--- src/rtl/core/lfu_pkg.sv ---
// Shared types and constants for the LFU cache engine.
`timescale 1ns / 1ps

package lfu_pkg;

  // Field widths fixed by the request and response formats
  localparam int KEY_W   = 32;
  localparam int VALUE_W = 32;
  localparam int STAMP_W = 32;
  localparam int CAP_W   = 5;

  // Capacity register value after reset
  localparam logic [CAP_W-1:0] CAP_RESET = 5'd16;

  // Value returned by a get that misses
  localparam logic [VALUE_W-1:0] MISS_VALUE = 32'hFFFF_FFFF;

  // Request kinds carried on in_tuser
  localparam logic REQ_GET = 1'b0;
  localparam logic REQ_PUT = 1'b1;

  // Request sequencer states
  typedef enum logic [1:0] {
    ST_IDLE,
    ST_SCAN,
    ST_TAIL,
    ST_UPDATE
  } state_t;

endpackage

--- src/rtl/core/lfu_ram.sv ---
// Generic single-write, single-read RAM with registered read data.
`timescale 1ns / 1ps

module lfu_ram #(
  parameter int WIDTH = 8,
  parameter int DEPTH = 16
) (
  input  logic                     clk,
  input  logic                     wr_en,
  input  logic [$clog2(DEPTH)-1:0] wr_addr,
  input  logic [WIDTH-1:0]         wr_data,
  input  logic                     rd_en,
  input  logic [$clog2(DEPTH)-1:0] rd_addr,
  output logic [WIDTH-1:0]         rd_data
);

  logic [WIDTH-1:0] mem_r [DEPTH];

  // Write port
  always_ff @(posedge clk) begin
    if (wr_en) begin
      mem_r[wr_addr] <= wr_data;
    end
  end

  // Registered read port
  always_ff @(posedge clk) begin
    if (rd_en) begin
      rd_data <= mem_r[rd_addr];
    end
  end

endmodule

--- src/rtl/core/lfu_cache_engine.sv ---
// Top level of the LFU cache engine: request sequencer, entry scan and update.
//
// Usage:
//   Requests arrive on the in_ channel, one beat per request. in_tuser holds
//   the request kind (0 = get, 1 = put), in_tdata holds key and put value.
//   Every get produces one response beat on the out_ channel: out_tuser is the
//   hit flag, out_tdata the stored value, or all ones on a miss. A put gives
//   no response beat.
//   Each request reads every entry slot once from the entry RAM, one slot per
//   cycle through its single read port, looking for the key, the first free
//   slot and the eviction victim (lowest use count, then oldest use).
//   in_tready is high only while the sequencer is idle. A request steps through
//   the scan state (one read per slot), the tail state that drains the last
//   read, the update state, which can hold, and back to idle before the next accept.
//   A get response is loaded into the output register at the end of the
//   update cycle. The next request may be accepted while a response still
//   waits; if a second get finishes while the receiver stalls, the update
//   cycle holds until the output register frees up.
//   Reset (rst_n low, synchronous) clears all valid bits, the use clock and
//   the output register, and sets capacity to 16. The entry RAM is not
//   cleared. cfg_wr_en writes capacity; write it only while the block idles.
`timescale 1ns / 1ps

module lfu_cache_engine #(
  parameter int ENTRIES    = 16,
  parameter int COUNT_BITS = 16
) (
  input  logic        clk,
  input  logic        rst_n,
  // Request channel
  input  logic        in_tvalid,
  output logic        in_tready,
  input  logic [63:0] in_tdata,   // [31:0] key, [63:32] put_value
  input  logic        in_tuser,   // [0] req_type
  // Response channel
  output logic        out_tvalid,
  input  logic        out_tready,
  output logic [31:0] out_tdata,  // [31:0] read_value
  output logic        out_tuser,  // [0] hit
  // Configuration
  input  logic        cfg_wr_en,
  input  logic [4:0]  cfg_wr_data
);

  localparam int IDX_W = $clog2(ENTRIES);
  localparam int CNT_W = $clog2(ENTRIES + 1);
  localparam int ENT_W = lfu_pkg::KEY_W + lfu_pkg::VALUE_W + COUNT_BITS + lfu_pkg::STAMP_W;

  localparam logic [CNT_W-1:0]      LAST_IDX  = CNT_W'(ENTRIES - 1);
  localparam logic [COUNT_BITS-1:0] COUNT_MAX = {COUNT_BITS{1'b1}};
  localparam logic [COUNT_BITS-1:0] COUNT_ONE = COUNT_BITS'(1);
  localparam logic [31:0]           ENTRIES_W = 32'(ENTRIES);

  // Sequencer state
  lfu_pkg::state_t state_r, state_nxt;

  // Request registers
  logic                          req_kind_r;
  logic [lfu_pkg::KEY_W-1:0]     req_key_r;
  logic [lfu_pkg::VALUE_W-1:0]   req_value_r;
  logic [lfu_pkg::STAMP_W-1:0]   stamp_r;
  logic [lfu_pkg::STAMP_W-1:0]   use_clock_r;
  logic [lfu_pkg::CAP_W-1:0]     cap_r;

  // Entry state outside the RAM
  logic [ENTRIES-1:0]            valid_r;

  // Scan control
  logic [CNT_W-1:0]              cnt_r;
  logic                          chk_en_r;
  logic [IDX_W-1:0]              chk_idx_r;

  // Scan results
  logic [CNT_W-1:0]              fill_r;
  logic                          match_found_r;
  logic [IDX_W-1:0]              match_idx_r;
  logic [lfu_pkg::VALUE_W-1:0]   match_value_r;
  logic [COUNT_BITS-1:0]         match_uses_r;
  logic                          free_found_r;
  logic [IDX_W-1:0]              free_idx_r;
  logic                          vic_found_r;
  logic [IDX_W-1:0]              vic_idx_r;
  logic [COUNT_BITS-1:0]         vic_uses_r;
  logic [lfu_pkg::STAMP_W-1:0]   vic_age_r;

  // Output register
  logic                          out_valid_r;
  logic                          out_hit_r;
  logic [lfu_pkg::VALUE_W-1:0]   out_value_r;

  // RAM ports
  logic                          ram_wr_en;
  logic [IDX_W-1:0]              ram_wr_addr;
  logic [ENT_W-1:0]              ram_wr_data;
  logic                          ram_rd_en;
  logic [ENT_W-1:0]              ram_rd_data;

  // Sequencer outputs
  logic                          accept;
  logic                          upd_go;
  logic                          upd_active;
  logic                          scan_last;

  // Fields of the entry under check
  logic [lfu_pkg::KEY_W-1:0]     chk_key;
  logic [lfu_pkg::VALUE_W-1:0]   chk_value;
  logic [COUNT_BITS-1:0]         chk_uses;
  logic [lfu_pkg::STAMP_W-1:0]   chk_last;
  logic [lfu_pkg::STAMP_W-1:0]   chk_age;
  logic                          chk_valid;
  logic                          chk_better;

  // Update decision
  logic [31:0]                   eff_cap;
  logic [31:0]                   fill_ext;
  logic                          cache_full;
  logic [IDX_W-1:0]              ins_slot;
  logic                          ins_ok;
  logic [COUNT_BITS-1:0]         uses_inc;
  logic                          is_get;
  logic                          resp_load;

  lfu_ram #(
    .WIDTH (ENT_W),
    .DEPTH (ENTRIES)
  ) u_entry_ram (
    .clk     (clk),
    .wr_en   (ram_wr_en),
    .wr_addr (ram_wr_addr),
    .wr_data (ram_wr_data),
    .rd_en   (ram_rd_en),
    .rd_addr (cnt_r[IDX_W-1:0]),
    .rd_data (ram_rd_data)
  );

  // Next-state logic
  always_comb begin
    state_nxt = state_r;
    case (state_r)
      lfu_pkg::ST_IDLE: begin
        if (in_tvalid) begin
          state_nxt = lfu_pkg::ST_SCAN;
        end
      end
      lfu_pkg::ST_SCAN: begin
        if (cnt_r == LAST_IDX) begin
          state_nxt = lfu_pkg::ST_TAIL;
        end
      end
      lfu_pkg::ST_TAIL: begin
        state_nxt = lfu_pkg::ST_UPDATE;
      end
      lfu_pkg::ST_UPDATE: begin
        if (upd_go) begin
          state_nxt = lfu_pkg::ST_IDLE;
        end
      end
      default: begin
        state_nxt = lfu_pkg::ST_IDLE;
      end
    endcase
  end

  // Sequencer outputs
  always_comb begin
    in_tready  = 1'b0;
    ram_rd_en  = 1'b0;
    upd_active = 1'b0;
    scan_last  = 1'b0;
    case (state_r)
      lfu_pkg::ST_IDLE: begin
        in_tready = 1'b1;
      end
      lfu_pkg::ST_SCAN: begin
        ram_rd_en = 1'b1;
        scan_last = (cnt_r == LAST_IDX);
      end
      lfu_pkg::ST_TAIL: begin
        ram_rd_en = 1'b0;
      end
      lfu_pkg::ST_UPDATE: begin
        upd_active = 1'b1;
      end
      default: begin
        in_tready = 1'b0;
      end
    endcase
  end

  assign accept = in_tvalid & in_tready;

  always_ff @(posedge clk) begin
    if (!rst_n) begin
      state_r <= lfu_pkg::ST_IDLE;
    end else begin
      state_r <= state_nxt;
    end
  end

  // Capacity register
  always_ff @(posedge clk) begin
    if (!rst_n) begin
      cap_r <= lfu_pkg::CAP_RESET;
    end else if (cfg_wr_en) begin
      cap_r <= cfg_wr_data;
    end
  end

  // Capture the request and advance the use clock
  always_ff @(posedge clk) begin
    if (!rst_n) begin
      use_clock_r <= '0;
    end else if (accept) begin
      use_clock_r <= use_clock_r + 32'd1;
    end
  end

  always_ff @(posedge clk) begin
    if (accept) begin
      req_kind_r  <= in_tuser;
      req_key_r   <= in_tdata[31:0];
      req_value_r <= in_tdata[63:32];
      stamp_r     <= use_clock_r;
    end
  end

  // Advance the read address and tag the returning data
  always_ff @(posedge clk) begin
    if (!rst_n) begin
      cnt_r    <= '0;
      chk_en_r <= 1'b0;
    end else begin
      chk_en_r <= ram_rd_en;
      if (accept) begin
        cnt_r <= '0;
      end else if (ram_rd_en && !scan_last) begin
        cnt_r <= cnt_r + CNT_W'(1);
      end
    end
  end

  always_ff @(posedge clk) begin
    chk_idx_r <= cnt_r[IDX_W-1:0];
  end

  // Split the entry under check
  assign chk_key   = ram_rd_data[lfu_pkg::KEY_W-1:0];
  assign chk_value = ram_rd_data[lfu_pkg::KEY_W +: lfu_pkg::VALUE_W];
  assign chk_uses  = ram_rd_data[lfu_pkg::KEY_W + lfu_pkg::VALUE_W +: COUNT_BITS];
  assign chk_last  = ram_rd_data[ENT_W-1 -: lfu_pkg::STAMP_W];
  assign chk_valid = valid_r[chk_idx_r];
  assign chk_age   = stamp_r - chk_last;

  // Victim compare: lower count wins, then larger age
  assign chk_better = !vic_found_r || (chk_uses < vic_uses_r) ||
                      ((chk_uses == vic_uses_r) && (chk_age > vic_age_r));

  // Scan flags; cleared on accept
  always_ff @(posedge clk) begin
    if (!rst_n) begin
      fill_r        <= '0;
      match_found_r <= 1'b0;
      free_found_r  <= 1'b0;
      vic_found_r   <= 1'b0;
    end else if (accept) begin
      fill_r        <= '0;
      match_found_r <= 1'b0;
      free_found_r  <= 1'b0;
      vic_found_r   <= 1'b0;
    end else if (chk_en_r) begin
      if (!chk_valid) begin
        free_found_r <= 1'b1;
      end else begin
        fill_r      <= fill_r + CNT_W'(1);
        vic_found_r <= 1'b1;
        if (chk_key == req_key_r) begin
          match_found_r <= 1'b1;
        end
      end
    end
  end

  // Scan payload: first free slot, first match, best victim
  always_ff @(posedge clk) begin
    if (chk_en_r) begin
      if (!chk_valid) begin
        if (!free_found_r) begin
          free_idx_r <= chk_idx_r;
        end
      end else begin
        if (!match_found_r && (chk_key == req_key_r)) begin
          match_idx_r   <= chk_idx_r;
          match_value_r <= chk_value;
          match_uses_r  <= chk_uses;
        end
        if (chk_better) begin
          vic_idx_r  <= chk_idx_r;
          vic_uses_r <= chk_uses;
          vic_age_r  <= chk_age;
        end
      end
    end
  end

  // Clamp capacity to 1..ENTRIES and pick the insert slot
  always_comb begin
    eff_cap = {{(32 - lfu_pkg::CAP_W){1'b0}}, cap_r};
    if (cap_r == '0) begin
      eff_cap = 32'd1;
    end else if (eff_cap > ENTRIES_W) begin
      eff_cap = ENTRIES_W;
    end
  end

  assign fill_ext   = {{(32 - CNT_W){1'b0}}, fill_r};
  assign cache_full = (fill_ext >= eff_cap) && vic_found_r;
  assign ins_slot   = cache_full ? vic_idx_r : (free_found_r ? free_idx_r : vic_idx_r);
  assign ins_ok     = cache_full || free_found_r || vic_found_r;
  assign uses_inc   = (match_uses_r == COUNT_MAX) ? match_uses_r : match_uses_r + COUNT_ONE;
  assign is_get     = (req_kind_r == lfu_pkg::REQ_GET);

  // Hold the update while a get response cannot be loaded
  assign upd_go    = upd_active && (!is_get || !out_valid_r || out_tready);
  assign resp_load = upd_go && is_get;

  // Entry write-back
  always_comb begin
    ram_wr_en   = 1'b0;
    ram_wr_addr = match_idx_r;
    ram_wr_data = {stamp_r, uses_inc, match_value_r, req_key_r};
    if (upd_go) begin
      if (match_found_r) begin
        ram_wr_en = 1'b1;
        if (!is_get) begin
          ram_wr_data = {stamp_r, uses_inc, req_value_r, req_key_r};
        end
      end else if (!is_get && ins_ok) begin
        ram_wr_en   = 1'b1;
        ram_wr_addr = ins_slot;
        ram_wr_data = {stamp_r, COUNT_ONE, req_value_r, req_key_r};
      end
    end
  end

  // Mark an inserted slot valid
  always_ff @(posedge clk) begin
    if (!rst_n) begin
      valid_r <= '0;
    end else if (upd_go && !is_get && !match_found_r && ins_ok) begin
      valid_r[ins_slot] <= 1'b1;
    end
  end

  // Response register
  always_ff @(posedge clk) begin
    if (!rst_n) begin
      out_valid_r <= 1'b0;
    end else if (resp_load) begin
      out_valid_r <= 1'b1;
    end else if (out_tready) begin
      out_valid_r <= 1'b0;
    end
  end

  always_ff @(posedge clk) begin
    if (resp_load) begin
      out_hit_r   <= match_found_r;
      out_value_r <= match_found_r ? match_value_r : lfu_pkg::MISS_VALUE;
    end
  end

  assign out_tvalid = out_valid_r;
  assign out_tuser  = out_hit_r;
  assign out_tdata  = out_value_r;

endmodule

--- config.mk ---
export PLATFORM = sky130hd
export DESIGN_NAME = lfu_cache_engine
export DESIGN_NICKNAME = d
export VERILOG_FILES = /design/src/rtl/core/lfu_pkg.sv /design/src/rtl/core/lfu_ram.sv /design/src/rtl/core/lfu_cache_engine.sv
export SDC_FILE = /design/constraint.sdc
export NUM_CORES = 2
export LEC_CHECK = 0
export ABC_CLOCK_PERIOD_IN_PS = 9300
export BUFFER_PORTS_ARGS = -buffer_cell sky130_fd_sc_hd__clkbuf_2
export CAP_MARGIN = 10
export CORE_AREA = 2 2 588 590
export CTS_BUF_LIST = sky130_fd_sc_hd__clkbuf_16
export DETAILED_ROUTE_END_ITERATION = 10
export DIE_AREA = 0 0 590 592
export PLACE_DENSITY = 0.42
export SYNTH_ARGS = -nofsm -noshare
export SYNTH_HDL_FRONTEND = slang
export SYNTH_SLANG_ARGS = --single-unit
--- constraint.sdc ---
create_clock -name clk -period 9.3 [get_ports clk]
set_input_delay 1.86 -clock clk [delete_from_list [all_inputs] [get_ports clk]]
set_output_delay 1.86 -clock clk [all_outputs]
set_load 0.01 [all_outputs]
# --- Yosys cells after proc, flatten, opt, wreduce, memory -nomap -nowiden ---
# Memory sizes are Yosys's and may differ from the RTL's. A register that Yosys moved wholly into a read port is not among the register bits.
# Index checks and enable logic that the tools add are counted.
totals:
  register_bits: 312
  ramBits: 1792
  inputBits: 75
  output_inout_bits: 35
  wordCells: 117
  memories: 1
op_classes:
  addsub: 5
  magnitude_cmp: 7
  n_eq_ne: 10
  mux: 31
  bitwise_logic: 6
  n_reduce_logical: 32
memory_table:
  columns: ["name", "depth", "width", "read_ports", "rd_ports_with_merged_regs", "wr", "line_no", "rtl"]
  rows:
  - ["u_entry_ram.mem_r", 16, 112, 1, 1, 1, "lfu_ram.sv:17", "logic [WIDTH-1:0] mem_r [DEPTH];"]
ops:
  columns: ["op", "count"]
  rows:
  - ["$mux W80", 3]
  - ["$mux W64", 1]
  - ["$add A32 B1 Y32 const B", 1]
  - ["$eq A32 B32 Y1", 1]
  - ["$ge A5 B32 Y1", 1]
  - ["$gt A32 B32 Y1", 1]
  - ["$sub A32 B32 Y32", 1]
  - ["$mux W4", 5]
  - ["$add A16 B1 Y16 const B", 1]
  - ["$eq A16 B16 Y1", 1]
  - ["$eq A16 B16 Y1 const B", 1]
  - ["$lt A16 B16 Y1", 1]
  - ["$mux W16", 1]
  - ["$or A16 B16 Y16", 1]
  - ["$reduce_and A3 Y1", 5]
  - ["$mux W1", 13]
  - ["$logic_and A1 B1 Y1", 11]
  - ["$add A5 B1 Y5 const B", 2]
  - ["$lt A4 B5 Y1 const B", 2]
  - ["$mux W5", 2]
  - ["$pmux W2 S4", 1]
  - ["$logic_or A1 B1 Y1", 6]
  - ["$mux W2", 3]
  - ["$ne A2 B2 Y1 const B", 3]
  - ["other kinds (15)", 23]

# --- Logic depth before layout (Yosys ltp) ---
depth:
  word_depth: 13
  depth_mapped: 19
  ltp_nobuf: 19

# --- Hierarchy ---
# Synthesis repeated with hierarchy kept, for this count alone.
unflattened:
  cells_unflattened: 4115
  area_unflattened_um2: 85329.3
modules_own_cells:
  columns: ["module", "n_inst", "cells_per_inst", "area_each_um2", "seq_area_each_um2"]
  rows:
  - ["lfu_ram", 1, 2864, 70291.2, 57174.8]
  - ["lfu_cache_engine", 1, 1251, 15038.2, 8628.3]

# --- Least setup slack after synthesis ---
# OpenSTA, ideal clock, no wires.
synth_path:
  kind: "input -> register"
  from: "input port out_tready"
  to: "memory u_entry_ram.mem_r[0][0] (netlist bit) (enable)"
  setup_time_ns: 0.585
  t_arrival_ns: 7.388
  t_required_ns: 8.715
  path_slack_ns: 1.327
  stages: 5
  path_buffers: 0
  path_cell_list: "nand2b_1 o21ai_0 a21boi_0 o221ai_1 nor2_1"
synth_via:
  elab_chain_cells: 5
  elab_cells_between_ends: 6
  classes_between: "mux: 4; reduce/logical: 2"
synth_lines:
  columns: ["element", "line_no", "rtl"]
  rows:
  - ["start: declaration", "lfu_cache_engine.sv:37", "input logic out_tready,"]
  - ["$logic_or A1 B1 Y1 (*)", "lfu_cache_engine.sv:323", "assign upd_go = upd_active && (!is_get || !out_valid_r || out_tready);"]
  - ["$logic_and A1 B1 Y1 (*)", "lfu_cache_engine.sv:323", null]
  - ["$mux W1", "lfu_cache_engine.sv:331", "if (upd_go) begin"]
  - ["$mux W1", "lfu_ram.sv:21", "if (wr_en) begin"]
  - ["$mux W1 (not written as such)", "lfu_ram.sv:22", "mem_r[wr_addr] <= wr_data;"]
  - ["end: declaration", "lfu_ram.sv:17", null]
# Mark *: on every way between the ends. The rest lies on a longest branch, timed or not.

# --- Final worst setup path ---
layout_path:
  from: "register stamp_r[0] (netlist bit)"
  to: "register vic_age_r[15] (netlist bit) (enable)"
layout_via:
  elab_chain_cells: 5
layout_lines:
  columns: ["element", "line_no", "rtl"]
  rows:
  - ["start: declaration", "lfu_cache_engine.sv:61", "logic [lfu_pkg::STAMP_W-1:0] stamp_r;"]
  - ["start signal: assignment", "lfu_cache_engine.sv:223", "stamp_r <= use_clock_r;"]
  - ["$sub A32 B32 Y32", "lfu_cache_engine.sv:252", "assign chk_age = stamp_r - chk_last;"]
  - ["via chk_age, one bit", "lfu_cache_engine.sv:109", "logic [lfu_pkg::STAMP_W-1:0] chk_age;"]
  - ["$gt A32 B32 Y1", "lfu_cache_engine.sv:256", "((chk_uses == vic_uses_r) && (chk_age > vic_age_r));"]
  - ["$logic_and A1 B1 Y1", "lfu_cache_engine.sv:256", null]
  - ["$logic_or A1 B1 Y1", "lfu_cache_engine.sv:255", "assign chk_better = !vic_found_r || (chk_uses < vic_uses_r) ||"]
  - ["$reduce_and A3 Y1 (no source line)", null, null]
  - ["end signal: assignment", "lfu_cache_engine.sv:299", "vic_age_r <= chk_age;"]
  - ["end: declaration", "lfu_cache_engine.sv:84", "logic [lfu_pkg::STAMP_W-1:0] vic_age_r;"]
# The timed path passes the listed nets, and every way through them passes these cells.
# A chain may end at the register's enable or synchronous reset.

==> results by stage <==
Pwr:
- For this design the ratio of total power to cell area is approximately 250 nW/um2.
- The power share of the clock group is 37.5%.
- Cell internal power was estimated by the tool at roughly 18 mW.
- Summed over all nets, the switching power comes to 6.26 mW.
- The maximum ir drop on the vdd rail is between 0.0002 and 0.00025 V.
- The total design power is 24.6 mW.
- The relative contribution of sequential cells to total power is 49.2%.
- For this design the static power due to leakage is 30.3 nW.
- The combinational power share is 13.2%.
- Net switching is 25.4% of the power.

Worst hold path:
- The worst min-delay path class is flop to flop.

Layout:
- The area growth from synthesis to layout is 16.7%.
- After the last flow step, the layout net total stands at 4320.
- The share of final-layout standard cells stronger than drive strength 1 is roughly a quarter.
- In the layout the commonest cells are edfxtp_1, mux4_2, clkbuf_16.
- The library cell used most frequently in the layout, excluding fill and tap cells, is edfxtp_1.

Clock network:
- The number of gates resized after cts is 0.
- TritonCTS built the clock tree.
- The number of clock buffers added by TritonCTS is 243.
- The post-CTS repair timing setup buffer count is 0.
- The clock root buffer is clkbuf_16.
- The number of H-tree levels is 4.
- The maximum number of buffers from clock root to sink is 4.
- The number of buffers added to fix hold violations after cts is 0.
- After clock tree synthesis, the clock-pin slew on the worst setup and hold paths is 0.06 ns.
- For this design, the sink count on the clock tree is 2216.
- The source-to-sink clock delay at the later pin of the worst-skew pair is about 0.93 ns.

Timing:
- The clock skew after layout is 0.112 ns.
- For the pin with the worst max-slew slack, the measured transition is between 1 and 1.5 ns.
- The worst path uses 65.8% of the clock period.
- The peak clock frequency supported by timing is 163 MHz.
- Setup violations remaining at the end of the flow were counted as 0.
- The hold violation count in the final report is 0.
- Setup repair after global routing left no endpoint under its margin.
- The final number of max-transition violations came to 0.
- The post-layout minimum cycle time is 6.12 ns.
- The tightest slew margin relative to the limit is between 15 and 20%.
- Summed over all failing endpoints, the final setup total negative slack is 0 ns.
- The minimum setup slack in the final design is 3.18 ns.

Routing:
- The count of nets left with antenna violations after detail routing is 0.
- The total via count after detailed routing is 39.2k.
- Dividing the detail-routed via count by the number of cells gives 4.40.
- The detailed router's first-iteration violation count is about 3.1k.
- The routed wire length per instance is 24.2 um.
- The remaining design rule violation count is 0.
- The first TritonRoute pass finished after 5 iterations.
- The wire length after detailed routing is 216000 um.

Floorplanning:
- The number of primary I/O pins is 110.
- The width of the die is 590 um.
- The core box area is ~340000 um2.
- The die height is between 500 and 600 um.
- The overall die area is roughly 350000 um2.
- The effective utilization at floorplan is 24.9%.
- The initialized floorplan defines roughly 220 standard-cell rows.

Synth:
- Of all flip-flops after synthesis, the portion carrying an async set or reset was 0%.
- The number of enable-type register cells in the synthesized netlist is 2142.
- The xor/xnor cell area share of the yosys netlist is 0.964%.
- By area the synthesized netlist is led by edfxtp_1, mux4_2, dfxtp_1.
- After synthesis, the largest family of logic cells by area is multiplexers.
- The synthesized netlist devotes between 1.5 and 2% of its cell area to compound gates.
- Counting distinct cell types in the post-synthesis netlist gives 66.
- The top-area cell type share of the netlist area is 75.3%.
- Yosys printed 0 warnings.
- The synthesized area per cell is 22.0 um2.
- Synthesis handed over a netlist of 3886 instances.
- The share of synthesized cell area in and, or, nand and nor gates is 2.35%.
- The biggest area contributor in the post-synthesis netlist is edfxtp_1.
- The post-synth net total is 4055.
- After Yosys synthesis, full adders, half adders and majority gates account for 1.39% of the synthesized area.
- The most frequently used flop master after synthesis is edfxtp_1.
- The share of cell area taken by muxes after synthesis is 15.5%.
- The synthesized area is 85400 um2.
- The number of flip-flops and latches in the synthesized netlist is about 2.2k.
- The part of the Yosys area used for sequential elements is 77.0%.

Global route:
- The most heavily used metal layer in global routing is met2.
- The initial antenna violation count is 10.
- The first-pass GRT wire length is 310000 um.
- The number of global-route vias before repair is 41.8k.
- Entering global routing, the biggest net connects approximately 140 pins.
- In the global route stage, overall resource usage came out at 12.2%.
- The total overflow left after global routing is 0.
- The global-route track usage on met2 is 19.5%.
- The met1 usage is 17.6%.
- The global-route track usage on met3 is ~1.6%.

Run status:
- The run finished with clean final reports.

Job:
- The number of max-cap violations is 0.

Place:
- The worst slack after detailed placement is 3.24 ns.
- At the end of routability-driven placement, the weighted congestion stood at 0.745.
- Buffers placed on the I/O ports in this run total approximately 110.
- The HPWL reported at the end of detailed placement is 103000 um.

Setup path:
- The worst setup path is captured at a flop.
- The worst setup path category is flop to flop.
- Along the worst path, the maximum fanout reaches 32.
- STA puts the critical path data required time at just under 10 ns.
- The endpoint arrival time on the critical path is 6.60 ns.
- STA classifies the critical path startpoint as a flop.
[worst max-delay path, stage by stage, from the launching register on]
cell and delay [ns]:
edfxtp_1 0.60, inv_1 0.14, ha_1 0.18, inv_1 0.05, fa_1 0.39, a21oi_1 0.28
o211ai_1 0.16, a31oi_1 0.35, o221ai_1 0.29, o2bb2ai_1 0.26, a211oi_1 0.31, xnor2_1 0.12
ha_1 0.29, nand4_1 0.12, or3_1 0.43, nor2_1 0.22, o31ai_1 0.10, a221oi_1 0.38
o21a_2 0.55, buf_4 0.50
[cells by family (layout without fill, tap and decap cells)]
| logic type | count (synthesis) | count (layout) |
|---|---|---|
| DFF | 2216 | 2216 |
| muxes | 612 | 612 |
| and+or+nand+nor | 386 | 386 |
| buffers and inverters | 266 | 735 |
| AOI/OAI and AO/OA | 218 | 218 |
| adders and majority gates | 94 | 94 |
| xor gates and xnor gates | 94 | 94 |
| other | 0 | 3 |
[synth_stat cells (3+ instances only)]
cell,number
edfxtp_1,2142
mux4_2,564
clkbuf_1,108
inv_1,105
ha_1,93
nand2_1,87
dfxtp_1,74
nor2_1,69
xnor2_1,62
a21oi_1,61
o21ai_0,58
buf_1,39
nand2b_1,39
nand4_1,39
nand3_1,37
mux2_2,34
xor2_1,32
and2_1,26
nor3_1,21
nor2b_1,17
or3_1,15
mux2i_1,14
buf_2,13
a21boi_0,12
a21o_1,9
a31oi_1,9
a211oi_1,8
and3_1,8
o21a_1,8
o211ai_1,7
and4_1,6
nor3b_1,6
nor4_1,5
o21bai_1,5
o22ai_1,5
a32o_1,4
o31ai_1,4
o2111ai_1,3
o211a_1,3
[metrics by stage]
stage               hold slack [ns]  util [%]  cells  cell area (um2)
finish                        0.397      29.1   8915            99700
global route                  0.417      29.1   8913            99700
CTS                           0.406      29.1   8908            99700
detailed placement            0.405      26.9   8459            92100
global placement              0.404      26.9   8459            92100
floorplan                     0.329         -   3886            85400
[path summary, 6_finish.rpt]
kind                                           from                    endpoint  slack, ns  depth (start not counted)
setup reg to reg               stamp_r[0]$_DFFE_PP_     vic_age_r[15]$_DFFE_PP_       3.18                         19
hold reg to reg   u_entry_ram.rd_data[41]$_DFFE_PP_  match_value_r[9]$_DFFE_PP_       0.40                          0
hold / removal    u_entry_ram.rd_data[41]$_DFFE_PP_  match_value_r[9]$_DFFE_PP_       0.40                          0
setup / recovery               stamp_r[0]$_DFFE_PP_     vic_age_r[15]$_DFFE_PP_       3.18                         19
[layer usage]
metal / share of wire, % / routed length (um)
met1: 48 / 103000
met2: 47 / 101000
met3: 3.6 / 7770
met4: 1.9 / 4180
met5: 0.0051 / 11
[power by group through the flow]
stage,Clock [mW],Sequential (mW),Combinational [mW]
global route,9.89,12.2,3.61
finish,9.23,12.1,3.26
CTS,9.54,12.1,3.37
detailed placement,0,12.3,3.36
global placement,0,12.3,3.37
floorplan,0,12.1,2.37
[registers in the layout, summed over array words and instances (netlist names), 16 cells and up]
register             count
match_uses_r            16
vic_age_r               32
valid_r                 16
u_entry_ram.mem_r     1792
use_clock_r             32
match_value_r           32
out_tdata               32
stamp_r                 32
u_entry_ram.rd_data    112
req_key_r               32
req_value_r             32
vic_uses_r              16
[final cells by class]
type / count / area (um2)
fillers: 33370 / 243000
flip-flops and latches: 2216 / 65800
multi-input cells: 1404 / 18800
clock buffers: 244 / 6110
well taps: 4557 / 5700
clock inverters: 205 / 1500
repair buffers: 181 / 1390
inverters: 105 / 399
diodes: 3 / 7.51
Note: power is estimated with default switching activity, not from simulation.
